==> src/design/espl_pkg.sv <==
// shared types and constants of the encoder pid speed loop
package espl_pkg;

   localparam int CSR_ADDR_W = 3;

   localparam logic [CSR_ADDR_W-1:0] CSR_GAIN_P      = 3'd0;
   localparam logic [CSR_ADDR_W-1:0] CSR_GAIN_I      = 3'd1;
   localparam logic [CSR_ADDR_W-1:0] CSR_GAIN_D      = 3'd2;
   localparam logic [CSR_ADDR_W-1:0] CSR_DRIVE_MAX   = 3'd3;
   localparam logic [CSR_ADDR_W-1:0] CSR_COUNT_LIMIT = 3'd4;
   localparam logic [CSR_ADDR_W-1:0] CSR_DEADBAND    = 3'd5;
   localparam logic [CSR_ADDR_W-1:0] CSR_OVR_SPEED   = 3'd6;

   localparam logic [31:0] GAIN_P_RST      = 32'd16777216;
   localparam logic [31:0] GAIN_I_RST      = 32'd1678;
   localparam logic [31:0] GAIN_D_RST      = 32'd134217728;
   localparam logic [15:0] DRIVE_MAX_RST   = 16'd1000;
   localparam logic [14:0] COUNT_LIMIT_RST = 15'd100;
   localparam logic [15:0] DEADBAND_RST    = 16'd2;
   localparam logic [15:0] OVR_SPEED_RST   = 16'd9;

   // integral accumulator ceiling and integral term ceiling (2^60)
   localparam logic [39:0] SUM_MAX    = 40'hFF_FFFF_FFFF;
   localparam logic [60:0] ITERM_CAP  = 61'h1000_0000_0000_0000;
   // ceil(2^18 / 5), exact divide by five for 16-bit values
   localparam logic [16:0] DIV5_RECIP = 17'd52429;

   typedef struct packed {
      logic [31:0] gain_p;
      logic [31:0] gain_i;
      logic [31:0] gain_d;
      logic [15:0] drive_max;
      logic [14:0] count_limit;
      logic [15:0] deadband;
      logic [15:0] overrange_speed;
   } cfg_type;

   typedef struct packed {
      logic               direction;
      logic [15:0]        speed;
      logic [16:0]        error_mag;
      logic               setpoint_reload;
      logic               motor_reload;
      logic signed [15:0] setpoint_out;
      logic signed [31:0] position_out;
      logic               setpoint_down_out;
      logic               motor_down_out;
   } echo_type;

   typedef struct packed {
      echo_type           echo;
      logic signed [17:0] ediff;
      logic [39:0]        esum;
      logic               hold_zero;
   } front_type;

   typedef struct packed {
      echo_type    echo;
      logic [15:0] drive;
      logic [13:0] pwm_compare;
   } result_type;

endpackage

==> src/design/espl_csr.sv <==
// configuration registers of the encoder pid speed loop
module espl_csr (
   input  logic                                clock,
   input  logic                                reset,
   input  logic                                csr_wen,
   input  logic [espl_pkg::CSR_ADDR_W-1:0]     csr_addr,
   input  logic [31:0]                         csr_wdata,
   output espl_pkg::cfg_type                   cfg_ff
);

   always_ff @(posedge clock) begin
      if (reset) begin
         cfg_ff.gain_p          <= espl_pkg::GAIN_P_RST;
         cfg_ff.gain_i          <= espl_pkg::GAIN_I_RST;
         cfg_ff.gain_d          <= espl_pkg::GAIN_D_RST;
         cfg_ff.drive_max       <= espl_pkg::DRIVE_MAX_RST;
         cfg_ff.count_limit     <= espl_pkg::COUNT_LIMIT_RST;
         cfg_ff.deadband        <= espl_pkg::DEADBAND_RST;
         cfg_ff.overrange_speed <= espl_pkg::OVR_SPEED_RST;
      end else if (csr_wen) begin
         unique case (csr_addr)
            espl_pkg::CSR_GAIN_P:      cfg_ff.gain_p          <= csr_wdata;
            espl_pkg::CSR_GAIN_I:      cfg_ff.gain_i          <= csr_wdata;
            espl_pkg::CSR_GAIN_D:      cfg_ff.gain_d          <= csr_wdata;
            espl_pkg::CSR_DRIVE_MAX:   cfg_ff.drive_max       <= csr_wdata[15:0];
            espl_pkg::CSR_COUNT_LIMIT: cfg_ff.count_limit     <= csr_wdata[14:0];
            espl_pkg::CSR_DEADBAND:    cfg_ff.deadband        <= csr_wdata[15:0];
            espl_pkg::CSR_OVR_SPEED:   cfg_ff.overrange_speed <= csr_wdata[15:0];
            default: begin
            end
         endcase
      end
   end

endmodule

==> config.mk <==
export PLATFORM = sky130hd
export DESIGN_NAME = espl_csr
export DESIGN_NICKNAME = d
export VERILOG_FILES = /design/src/design/espl_pkg.sv /design/src/design/espl_csr.sv
export SDC_FILE = /design/constraint.sdc
export NUM_CORES = 1
export LEC_CHECK = 0
export ABC_AREA = 1
export BUFFER_PORTS_ARGS = -buffer_cell sky130_fd_sc_hd__buf_2
export CAP_MARGIN = 20
export CELL_PAD_IN_SITES_DETAIL_PLACEMENT = 1
export CELL_PAD_IN_SITES_GLOBAL_PLACEMENT = 1
export CORE_MARGIN = 1
export CORE_UTILIZATION = 30
export DETAILED_ROUTE_END_ITERATION = 10
export PLACE_DENSITY_LB_ADDON = 0.2
export SYNTH_ARGS = -nofsm -noshare
export SYNTH_HDL_FRONTEND = slang
export SYNTH_SLANG_ARGS = --single-unit
==> constraint.sdc <==
create_clock -name clock -period 1.5 [get_ports clock]
set_clock_uncertainty 0.15 [all_clocks]
set_input_delay 0 -clock clock [delete_from_list [all_inputs] [get_ports clock]]
set_output_delay 0 -clock clock [all_outputs]
set_load 0.05 [all_outputs]
==> flow_metrics.tcl <==
set metrics [dict create \
    crit_start "csr_wdata[2]" \
    drive_gt1_share_pct 23.1 \
    start_kind "input pin" \
    crit_fanout 5 \
    setup_viol 0 \
    critical-path-top-delay-family "buffers and inverters" \
    powerDensity_nw_per_um2 1140 \
    top_register "cfg_ff" \
    clk_pin_slew_ps 60 \
    die_width_um 146 \
    met1_usage_pct 29.1 \
    dp_cells 1328 \
    max_freq_ghz 0.680 \
    clk_latency_ps 430 \
    synth_area_um2 6220 \
    vias_per_cell 4.64 \
    io_pins 197 \
    numClockSinks 159 \
    vdd_drop_max_mv 0.822 \
    cts_tree "built" \
    finalCritPeriodShare_pct 98.1 \
    hold_viol_final 0 \
    r2r-end "cfg_ff[105]$_SDFFE_PP1P_" \
    dp_worst_setup_slack_ps 252 \
    worst_slack_ps 29.2 \
    place_hpwl_um 15300 \
    numPortBuffers 196 \
    r2r_setup_slack_ps 210 \
    grtUsageMet3_pct 5.30 \
    relSlewSlack_pct 49.6 \
    path_cells "dlygate4sd3_1, buf_4, clkinvlp_4, nand3_2, nand2_1, dlygate4sd3_1, nor2_1" \
    synth_warnings 0 \
    syn-num-nets 934 \
    drtPass1Iterations 4 \
    die_h_um 146 \
    busiest_layer "met2" \
    yosysTopAreaCellShare_pct 51.2 \
    cts_made_buffers 17 \
    critPathKind "input pin to register" \
    clock_path_buffers 2 \
    largest_register_ffs 159 \
    reg2regPathDepth 3 \
    r2r_start "cfg_ff[105]$_SDFFE_PP1P_" \
    grt-ovfl-total 0 \
    synth_cells 896 \
    hold_path.class "input pin to register" \
    crit_arrival_ps 1680 \
    final_nets 1220 \
    antenna_found_initial 0 \
    syn2layout_area_growth_pct 49.1 \
    ctsHtreeMaxLevel 4 \
    period_needed_ps 1470 \
    synth.avg_cell_area_um2 6.94 \
    grt_max_degree 74 \
    maxCapViolations 0 \
    worstPathRequired_ps 1710 \
    diodes 0 \
    core_um2 20300 \
    tns_ps 0 \
    drt_iter0_drc 296 \
    drc 0 \
    multiInputGateArea_um2 2660 \
    nFillCells 2620 \
    dieArea_um2 21300 \
    ys_types 12 \
    yosysTopAreaCell "dfxtp_1" \
    status "finished, final reports clean" \
    crit_top_cell "dlygate4sd3_1" \
    crit_cells 7 \
    num_vias 6804 \
    routedWlPerCell_um 16.5 \
    ys_top_cells_by_area "dfxtp_1 51%, nor2_1 17%, nand3_1 13%, nand2_1 11%, buf_2 3.2%" \
    rows 52 \
    min_from "reset" \
    use_met2_pct 38.2 \
    hold_ws_ps 0.193 \
    totalWireLength_um 24200 \
    grt_use_total_pct 22.9 \
    drv_slew 0 \
    ant_nets 0 \
    holdPathEnd "cfg_ff[21]$_SDFFE_PP0P_" \
    final_cells 1465 \
    cp_num_buf_inv 4 \
    crit_slowest_cell "dlygate4sd3_1" \
    tightest_slew_ps 756 \
    slowest_delay_ps 550 \
    whs_path_depth 5 \
    crit_path_end_kind "register" \
    yosysSeqAreaShare_pct 51.2 \
    grt_pass1_wl_um 37500 \
    p_leak_nw 4.45 \
    final_util_pct 45.7 \
    initial_core_util_pct 30.6 \
    grt_pass1_vias 6766 \
    synth_seq_cells 159 \
    reg.largest.list "cfg_ff: 159 flops" \
    root_buffer "clkbuf_16" \
    gp_congestion 0.746 \
    regArea_um2 3180 \
]
-- tightest hold or removal path, delay by kind of cell --
family	cells	cell delay [ps]
simple gates	2	120
buf+inv	3	390
-- cell usage in the layout (no fill, tap or decap), types with 2 or more instances in the layout --
| cell | n |
|---|---|
| buf_12 | 10 |
| buf_2 | 194 |
| buf_4 | 22 |
| bufinv_16 | 2 |
| clkbuf_16 | 17 |
| clkinv_2 | 5 |
| clkinv_4 | 3 |
| clkinvlp_4 | 5 |
| dfxtp_1 | 159 |
| dlygate4sd3_1 | 97 |
| dlymetal6s4s_1 | 3 |
| inv_1 | 33 |
| inv_6 | 2 |
| nand2_1 | 190 |
| nand3_1 | 156 |
| nand3_2 | 3 |
| nor2_1 | 278 |
| nor2_2 | 7 |
| nor2_4 | 4 |
-- metrics by stage --
stage / cell area, um^2 / total power, W
after floorplan: 6220 / 0.00558
after global placement: 7610 / 0.00605
after detailed placement: 7610 / 0.00607
after CTS: 9180 / 0.0106
after global routing: 9270 / 0.0110
final: 9270 / 0.0106
-- report_power, final --
part	switching (W)	total [W]	internal, W
clock network	0.00184	0.00434	0.00250
registers	0.0000788	0.00445	0.00437
logic	0.00120	0.00176	0.000556
-- synth_stat cells --
cell      number
inv_1         37
clkbuf_1      17
buf_2         40
clkinv_1       2
nand3_1      159
buf_4          1
nand2_1      190
nor2_1       284
buf_1          1
nor2_2         5
o21ai_0        1
dfxtp_1      159
-- per-layer routing --
layer / vias up / routed length [um]
met5: - / 0
met4: 0 / 513
met3: 31 / 1340
met2: 165 / 11300
met1: 3254 / 11100
li1: 3354 / -
-- kinds of logic (layout without fill, tap and decap cells) --
| kind of cell | Yosys count | after routing | share of synthesized area (%) |
|---|---|---|---|
| buf+inv | 98 | 397 | 6.78 |
| compound gates | 1 | 1 | 0.0804 |
| flops | 159 | 159 | 51.2 |
| simple gates | 638 | 638 | 41.9 |
-- how the worst max path moves through the flow --
stage / slack, ps / to
after floorplan: 450 / cfg_ff[17]$_SDFFE_PP1P_
after global routing: -5 / cfg_ff[2]$_SDFFE_PP0P_
after detailed placement: 250 / cfg_ff[129]$_SDFFE_PP0P_
after global placement: 270 / cfg_ff[38]$_SDFFE_PP1P_
final: 30 / cfg_ff[2]$_SDFFE_PP0P_
after CTS: 0.9 / cfg_ff[5]$_SDFFE_PP0P_
-- repair_timing --
action	CTS	global route
gates resized for setup	0	13
setup endpoints to repair	0	48
endpoints found under the hold margin	130	1
hold buffers	99	1
buffers inserted	0	5
-- area by class of cell --
| type | count | share of cell area, % |
|---|---|---|
| clock inverter | 13 | 1.47 |
| multi-input combinational | 639 | 28.7 |
| tap | 270 | 3.64 |
| timing repair buffer | 326 | 25.3 |
| clock buffer | 19 | 4.78 |
| sequential | 159 | 34.3 |
| inverter | 39 | 1.77 |
Power figures use the tool's default switching activity.
