--- src/design/espl_pkg.sv ---
// shared types and constants of the encoder pid speed loop
package espl_pkg;

   localparam int CSR_ADDR_W = 3;

   localparam logic [CSR_ADDR_W-1:0] CSR_GAIN_P      = 3'd0;
   localparam logic [CSR_ADDR_W-1:0] CSR_GAIN_I      = 3'd1;
   localparam logic [CSR_ADDR_W-1:0] CSR_GAIN_D      = 3'd2;
   localparam logic [CSR_ADDR_W-1:0] CSR_DRIVE_MAX   = 3'd3;
   localparam logic [CSR_ADDR_W-1:0] CSR_COUNT_LIMIT = 3'd4;
   localparam logic [CSR_ADDR_W-1:0] CSR_DEADBAND    = 3'd5;
   localparam logic [CSR_ADDR_W-1:0] CSR_OVR_SPEED   = 3'd6;

   localparam logic [31:0] GAIN_P_RST      = 32'd16777216;
   localparam logic [31:0] GAIN_I_RST      = 32'd1678;
   localparam logic [31:0] GAIN_D_RST      = 32'd134217728;
   localparam logic [15:0] DRIVE_MAX_RST   = 16'd1000;
   localparam logic [14:0] COUNT_LIMIT_RST = 15'd100;
   localparam logic [15:0] DEADBAND_RST    = 16'd2;
   localparam logic [15:0] OVR_SPEED_RST   = 16'd9;

   // integral accumulator ceiling and integral term ceiling (2^60)
   localparam logic [39:0] SUM_MAX    = 40'hFF_FFFF_FFFF;
   localparam logic [60:0] ITERM_CAP  = 61'h1000_0000_0000_0000;
   // ceil(2^18 / 5), exact divide by five for 16-bit values
   localparam logic [16:0] DIV5_RECIP = 17'd52429;

   typedef struct packed {
      logic [31:0] gain_p;
      logic [31:0] gain_i;
      logic [31:0] gain_d;
      logic [15:0] drive_max;
      logic [14:0] count_limit;
      logic [15:0] deadband;
      logic [15:0] overrange_speed;
   } cfg_type;

   typedef struct packed {
      logic               direction;
      logic [15:0]        speed;
      logic [16:0]        error_mag;
      logic               setpoint_reload;
      logic               motor_reload;
      logic signed [15:0] setpoint_out;
      logic signed [31:0] position_out;
      logic               setpoint_down_out;
      logic               motor_down_out;
   } echo_type;

   typedef struct packed {
      echo_type           echo;
      logic signed [17:0] ediff;
      logic [39:0]        esum;
      logic               hold_zero;
   } front_type;

   typedef struct packed {
      echo_type    echo;
      logic [15:0] drive;
      logic [13:0] pwm_compare;
   } result_type;

endpackage

--- src/design/espl_front.sv ---
// input register, counter clamp, speed and error, loop state update
module espl_front (
   input  logic                 clock,
   input  logic                 reset,
   input  logic                 load_s1,
   input  logic                 load_s2,
   input  logic                 advance,
   input  logic signed [15:0]   setpoint_count,
   input  logic signed [31:0]   motor_count,
   input  logic                 setpoint_down,
   input  logic                 motor_down,
   input  espl_pkg::cfg_type    cfg,
   output espl_pkg::front_type  s2_ff
);

   logic signed [15:0] sp_ff;
   logic signed [31:0] mc_ff;
   logic               sp_dn_ff;
   logic               mc_dn_ff;

   logic [39:0]        error_sum_ff, error_sum_in;
   logic [16:0]        last_error_ff;
   logic signed [31:0] last_position_ff;
   logic signed [15:0] last_setpoint_ff;

   espl_pkg::front_type s2_in;

   logic signed [32:0] lim_w, nlim_w, sp_w, mc_w, sp_c, mc_c, pos_diff;
   logic [32:0]        pos_abs;
   logic [15:0]        speed;
   logic signed [17:0] sp18, err_diff;
   logic [17:0]        err_abs;
   logic [16:0]        err;
   logic               sp_rl, mc_rl, hold_zero;
   logic [40:0]        sum_w;

   always_comb begin
      lim_w  = $signed({18'd0, cfg.count_limit});
      nlim_w = -lim_w;
      sp_w   = {{17{sp_ff[15]}}, sp_ff};
      mc_w   = {mc_ff[31], mc_ff};
      sp_c   = sp_w;
      mc_c   = mc_w;
      sp_rl  = 1'b0;
      mc_rl  = 1'b0;

      // only the first out-of-range case is clamped
      if (sp_w > lim_w) begin
         sp_c  = lim_w;
         sp_rl = 1'b1;
      end else if (mc_w > lim_w) begin
         mc_c  = lim_w;
         mc_rl = 1'b1;
      end else if (sp_w < nlim_w) begin
         sp_c  = nlim_w;
         sp_rl = 1'b1;
      end else if (mc_w < nlim_w) begin
         mc_c  = nlim_w;
         mc_rl = 1'b1;
      end

      pos_diff = mc_c - {last_position_ff[31], last_position_ff};
      pos_abs  = pos_diff[32] ? -pos_diff : pos_diff;
      if (mc_c < lim_w) begin
         speed = (|pos_abs[32:16]) ? 16'hFFFF : pos_abs[15:0];
      end else begin
         speed = cfg.overrange_speed;
      end

      sp18     = sp_c[17:0];
      err_diff = sp18 - $signed({2'b00, speed});
      err_abs  = err_diff[17] ? -err_diff : err_diff;
      err      = err_abs[16:0];

      hold_zero = (err < {1'b0, cfg.deadband}) && (sp_c[15:0] == last_setpoint_ff);

      sum_w        = {1'b0, (hold_zero ? 40'd0 : error_sum_ff)} + {24'd0, err};
      error_sum_in = sum_w[40] ? espl_pkg::SUM_MAX : sum_w[39:0];

      s2_in.echo.direction         = sp_ff[15];
      s2_in.echo.speed             = speed;
      s2_in.echo.error_mag         = err;
      s2_in.echo.setpoint_reload   = sp_rl;
      s2_in.echo.motor_reload      = mc_rl;
      s2_in.echo.setpoint_out      = sp_c[15:0];
      s2_in.echo.position_out      = mc_c[31:0];
      s2_in.echo.setpoint_down_out = sp_dn_ff;
      s2_in.echo.motor_down_out    = mc_dn_ff;
      s2_in.ediff                  = $signed({1'b0, err}) - $signed({1'b0, last_error_ff});
      s2_in.esum                   = error_sum_ff;
      s2_in.hold_zero              = hold_zero;
   end

   always_ff @(posedge clock) begin
      if (load_s1) begin
         sp_ff    <= setpoint_count;
         mc_ff    <= motor_count;
         sp_dn_ff <= setpoint_down;
         mc_dn_ff <= motor_down;
      end
      if (load_s2) begin
         s2_ff <= s2_in;
      end
   end

   always_ff @(posedge clock) begin
      if (reset) begin
         error_sum_ff     <= '0;
         last_error_ff    <= '0;
         last_position_ff <= '0;
         last_setpoint_ff <= '0;
      end else if (advance) begin
         error_sum_ff     <= error_sum_in;
         last_error_ff    <= err;
         last_position_ff <= mc_c[31:0];
         last_setpoint_ff <= sp_c[15:0];
      end
   end

endmodule

--- config.mk ---
export PLATFORM = sky130hd
export DESIGN_NAME = espl_front
export DESIGN_NICKNAME = d
export VERILOG_FILES = /design/src/design/espl_pkg.sv /design/src/design/espl_front.sv
export SDC_FILE = /design/constraint.sdc
export NUM_CORES = 1
export LEC_CHECK = 0
export BUFFER_PORTS_ARGS = -buffer_cell sky130_fd_sc_hd__buf_2
export CORE_UTILIZATION = 52
export DETAILED_ROUTE_END_ITERATION = 10
export PLACE_DENSITY = 0.74
export SLEW_MARGIN = 20
export SYNTH_ARGS = -nofsm -noshare
export SYNTH_HDL_FRONTEND = slang
export SYNTH_SLANG_ARGS = --single-unit
--- constraint.sdc ---
create_clock -name clock -period 18 [get_ports clock]
set_clock_uncertainty 0.15 [all_clocks]
set_input_delay 2.7 -clock clock [delete_from_list [all_inputs] [get_ports clock]]
set_output_delay 2.7 -clock clock [all_outputs]
set_load 0.01 [all_outputs]
==> qor.yml <==
sta:
  worstMarginPinSlew_ns: 1.05
  min_period_ns: 18.75
  finalMaxSlewViolations: 0
  worst_slack_ns: -0.747
  setup_tns_ns: -26.11
  max_freq_mhz: 53.3
  hold_viol_final: 0
  rsz0062_at_grt: "yes"
  timing.final.crit_share: 1.04
  setup_viol: 40
  slew-limit-headroom: 0.299
logic_synthesis:
  yosysWarningCount: 0
  synth_edf_count: 195
  syn_nets: 2671
  syn_area_um2: 21000
  synth.distinct_cells: 106
  ys_seq_elements: 300
  ys_seq_area_frac: 0.378
  synth_cells: 2251
  avgSynthCellArea_um2: 9.34
  ys_async_sr_fraction: 0
  ys.flop_type: "edfxtp_1"
grt:
  overflow: 0
  antenna_found_initial: 0
  grt_pass1_wl_um: 110000
  grt_max_degree: 99
  grt_usage: 0.337
  grt_pass1_vias: 20571
critical_path:
  reg2reg_to: "error_sum_ff[6]"
  crit_family: "compound AO/OA/AOI/OAI gates"
  r2r_setup_slack_ns: 1.67
  critPathMaxStageDelay_ns: 0.56
  reg2reg_from: "sp_ff[15]"
  arrival_ns: 18.98
  cp_max_fo: 14
  critical_path_class: "input port to flip-flop"
  end_kind: "flip-flop"
  cp_slowest_cell: "or4_4"
  crit_buf_inv: 11
  critPathLaunchType: "input port"
  crit_top_cell: "a21oi_2"
  rr_worst_depth: 73
  required_ns: 18.23
floorplan:
  die_w_um: 203
  die-area_um2: 41300
  die_y_um: 203
  io_pins: 359
  rows: 73
  initial_core_util: 0.528
  coreArea_um2: 39800
pwr:
  power.total_w: 0.00418
  p_comb_frac: 0.587
  irDropWorstVdd_v: 0.000104
  power_frac_clock: 0.183
  switchingPower_w: 0.00167
  seq_power_share: 0.230
  cell_internal_pwr_w: 0.00250
  p_leak_nw: 12.8
  switching_share: 0.401
  p_per_area_nw_per_um2: 144
clocking:
  clkTransAtPathRegs_ns: 0.06
  cts.htree.levels: 2
  cts-root-buf: "clkbuf_16"
  hold_buffers: 0
  cts_buffer_depth: 3
  clkLatencyLatePin_ns: 0.58
  cts_buffers: 35
  cts_tree: "done"
  cts.sinks: 300
cells_and_area:
  drive_gt1_frac: 0.358
  fillers: 2887
  utilization: 0.731
  final_common_cell: "buf_4"
  synthToLayoutAreaGrowth_pct: 38.3
  final_cell_mix: "buf_4 (510), nor2_1 (246), buf_2 (241), edfxtp_1 (195), ha_1 (185)"
  nets: 3394
place:
  place_ws_ns: -1.78
  hpwlAfterDp_um: 53600
  port_buffers: 246
  routabilityCongestion: 0.945
routing:
  viasPerCell: 5.94
  dr.pass1.iters: 6
  avgRoutedWirePerCell_um: 20.5
  routed_wl_um: 72400
  detail-route-antenna-nets: 1
  drt_iter0_markers: 1456
  drc_errors: 0
  vias: 20977
run_status:
  status: "finished, violations left"
  violations: "antenna violations, negative setup slack"
worst_hold_path:
  min_from: "sp_dn_ff"
  hp-class: "flip-flop to flip-flop"
  whs_path_depth: 0
  min_to: "s2_ff[60]"
job:
  maxCapViolations: 0
worst max path at each step:
stage | startpoint | end | cells after the start
after global routing | cfg[42] | error_sum_ff[6] | 78
final | cfg[42] | error_sum_ff[6] | 80
after CTS | cfg[42] | error_sum_ff[30] | 78
after detailed placement | cfg[33] | error_sum_ff[30] | 75
after global placement | cfg[32] | error_sum_ff[35] | 74
after floorplan | cfg[41] | error_sum_ff[30] | 75
state kept, by name, summed over array words and instances, names as in the netlist:
name	flops
sp_ff	16
s2_ff	145
last_setpoint_ff	16
mc_ff	32
mc_dn_ff	1
last_error_ff	17
sp_dn_ff	1
error_sum_ff	40
last_position_ff	32
kinds of logic after synthesis:
group,Yosys count,synth area share
simple gates,696,0.160
fa+ha+maj,206,0.124
flops,300,0.378
mux,59,0.0296
buf+inv,246,0.0498
compound gates,615,0.202
xor+xnor,129,0.0559
cell usage after synthesis, types with 5 or more instances:
cell type,instances,area share
xor2_1,49,0.020
o21ai_0,87,0.021
or4_1,8,0.0029
nand3_1,54,0.013
nor2_1,263,0.047
a31oi_1,34,0.010
a22oi_1,9,0.0032
a211oi_1,53,0.019
a2111oi_0,5,0.0021
buf_2,6,0.0014
a41oi_1,5,0.0021
nor2b_1,15,0.0045
o21ai_1,9,0.0021
o31ai_1,11,0.0039
inv_1,150,0.027
ha_1,202,0.12
nand2b_1,10,0.0030
nor3_1,46,0.011
xnor2_1,77,0.032
o21bai_1,17,0.0061
and2_1,30,0.0089
a21boi_0,10,0.0036
buf_6,15,0.0080
or2_2,12,0.0036
a21o_1,44,0.016
nand4_1,24,0.0071
a31o_1,15,0.0062
nor4_1,22,0.0065
mux2i_1,50,0.024
a21oi_1,147,0.035
dfxtp_1,105,0.10
o211a_1,7,0.0033
clkbuf_1,67,0.012
a311oi_1,21,0.0087
or3_1,16,0.0048
o2111ai_1,13,0.0054
o31a_1,5,0.0021
o21a_1,26,0.0093
o211ai_1,21,0.0075
edfxtp_1,195,0.28
nand2_1,140,0.025
a221oi_1,5,0.0021
mux2_2,5,0.0027
and3_1,17,0.0051
o22ai_1,8,0.0024
repair_timing:
item	in CTS	in global routing
resized for setup	145	73
pin swaps	58	34
setup endpoints to repair	40	40
setup buffers	31	20
cloned	2	3
through the flow:
step           cells  hold WS, ns  instance area [um2]
3_5_place_dp    3406        0.260                26300
5_1_grt         3526        0.278                29100
4_1_cts         3503        0.267                28500
6_report        3531        0.261                29100
3_3_place_gp    3406        0.256                26300
2_1_floorplan   2251        0.250                21300
routing by layer:
metal,routed length (um),global-route usage,part of all wire
met5,0,0,0
met4,3750,0.149,0.052
met3,4460,0.0355,0.062
met2,35400,0.592,0.49
met1,28800,0.416,0.40
layout make-up:
cell class | instances | area (um2) | share of cell area
antenna | 5 | 12.5 | 0.000430
clock buffer | 39 | 912 | 0.0313
clock inverter | 25 | 310 | 0.0107
inverter | 153 | 574 | 0.0197
multi-input combinational | 1706 | 13200 | 0.455
sequential | 300 | 7960 | 0.274
tap | 525 | 657 | 0.0226
timing repair buffer | 778 | 5420 | 0.186
power groups by stage:
stage	sequential (W)	combinational, W	clock (W)
6_report	0.000962	0.00245	0.000763
5_1_grt	0.000971	0.00262	0.000794
4_1_cts	0.000957	0.00230	0.000767
3_5_place_dp	0.000969	0.00212	0
3_3_place_gp	0.000968	0.00204	0
2_1_floorplan	0.000986	0.00119	0
Power figures use the tool's default switching activity.
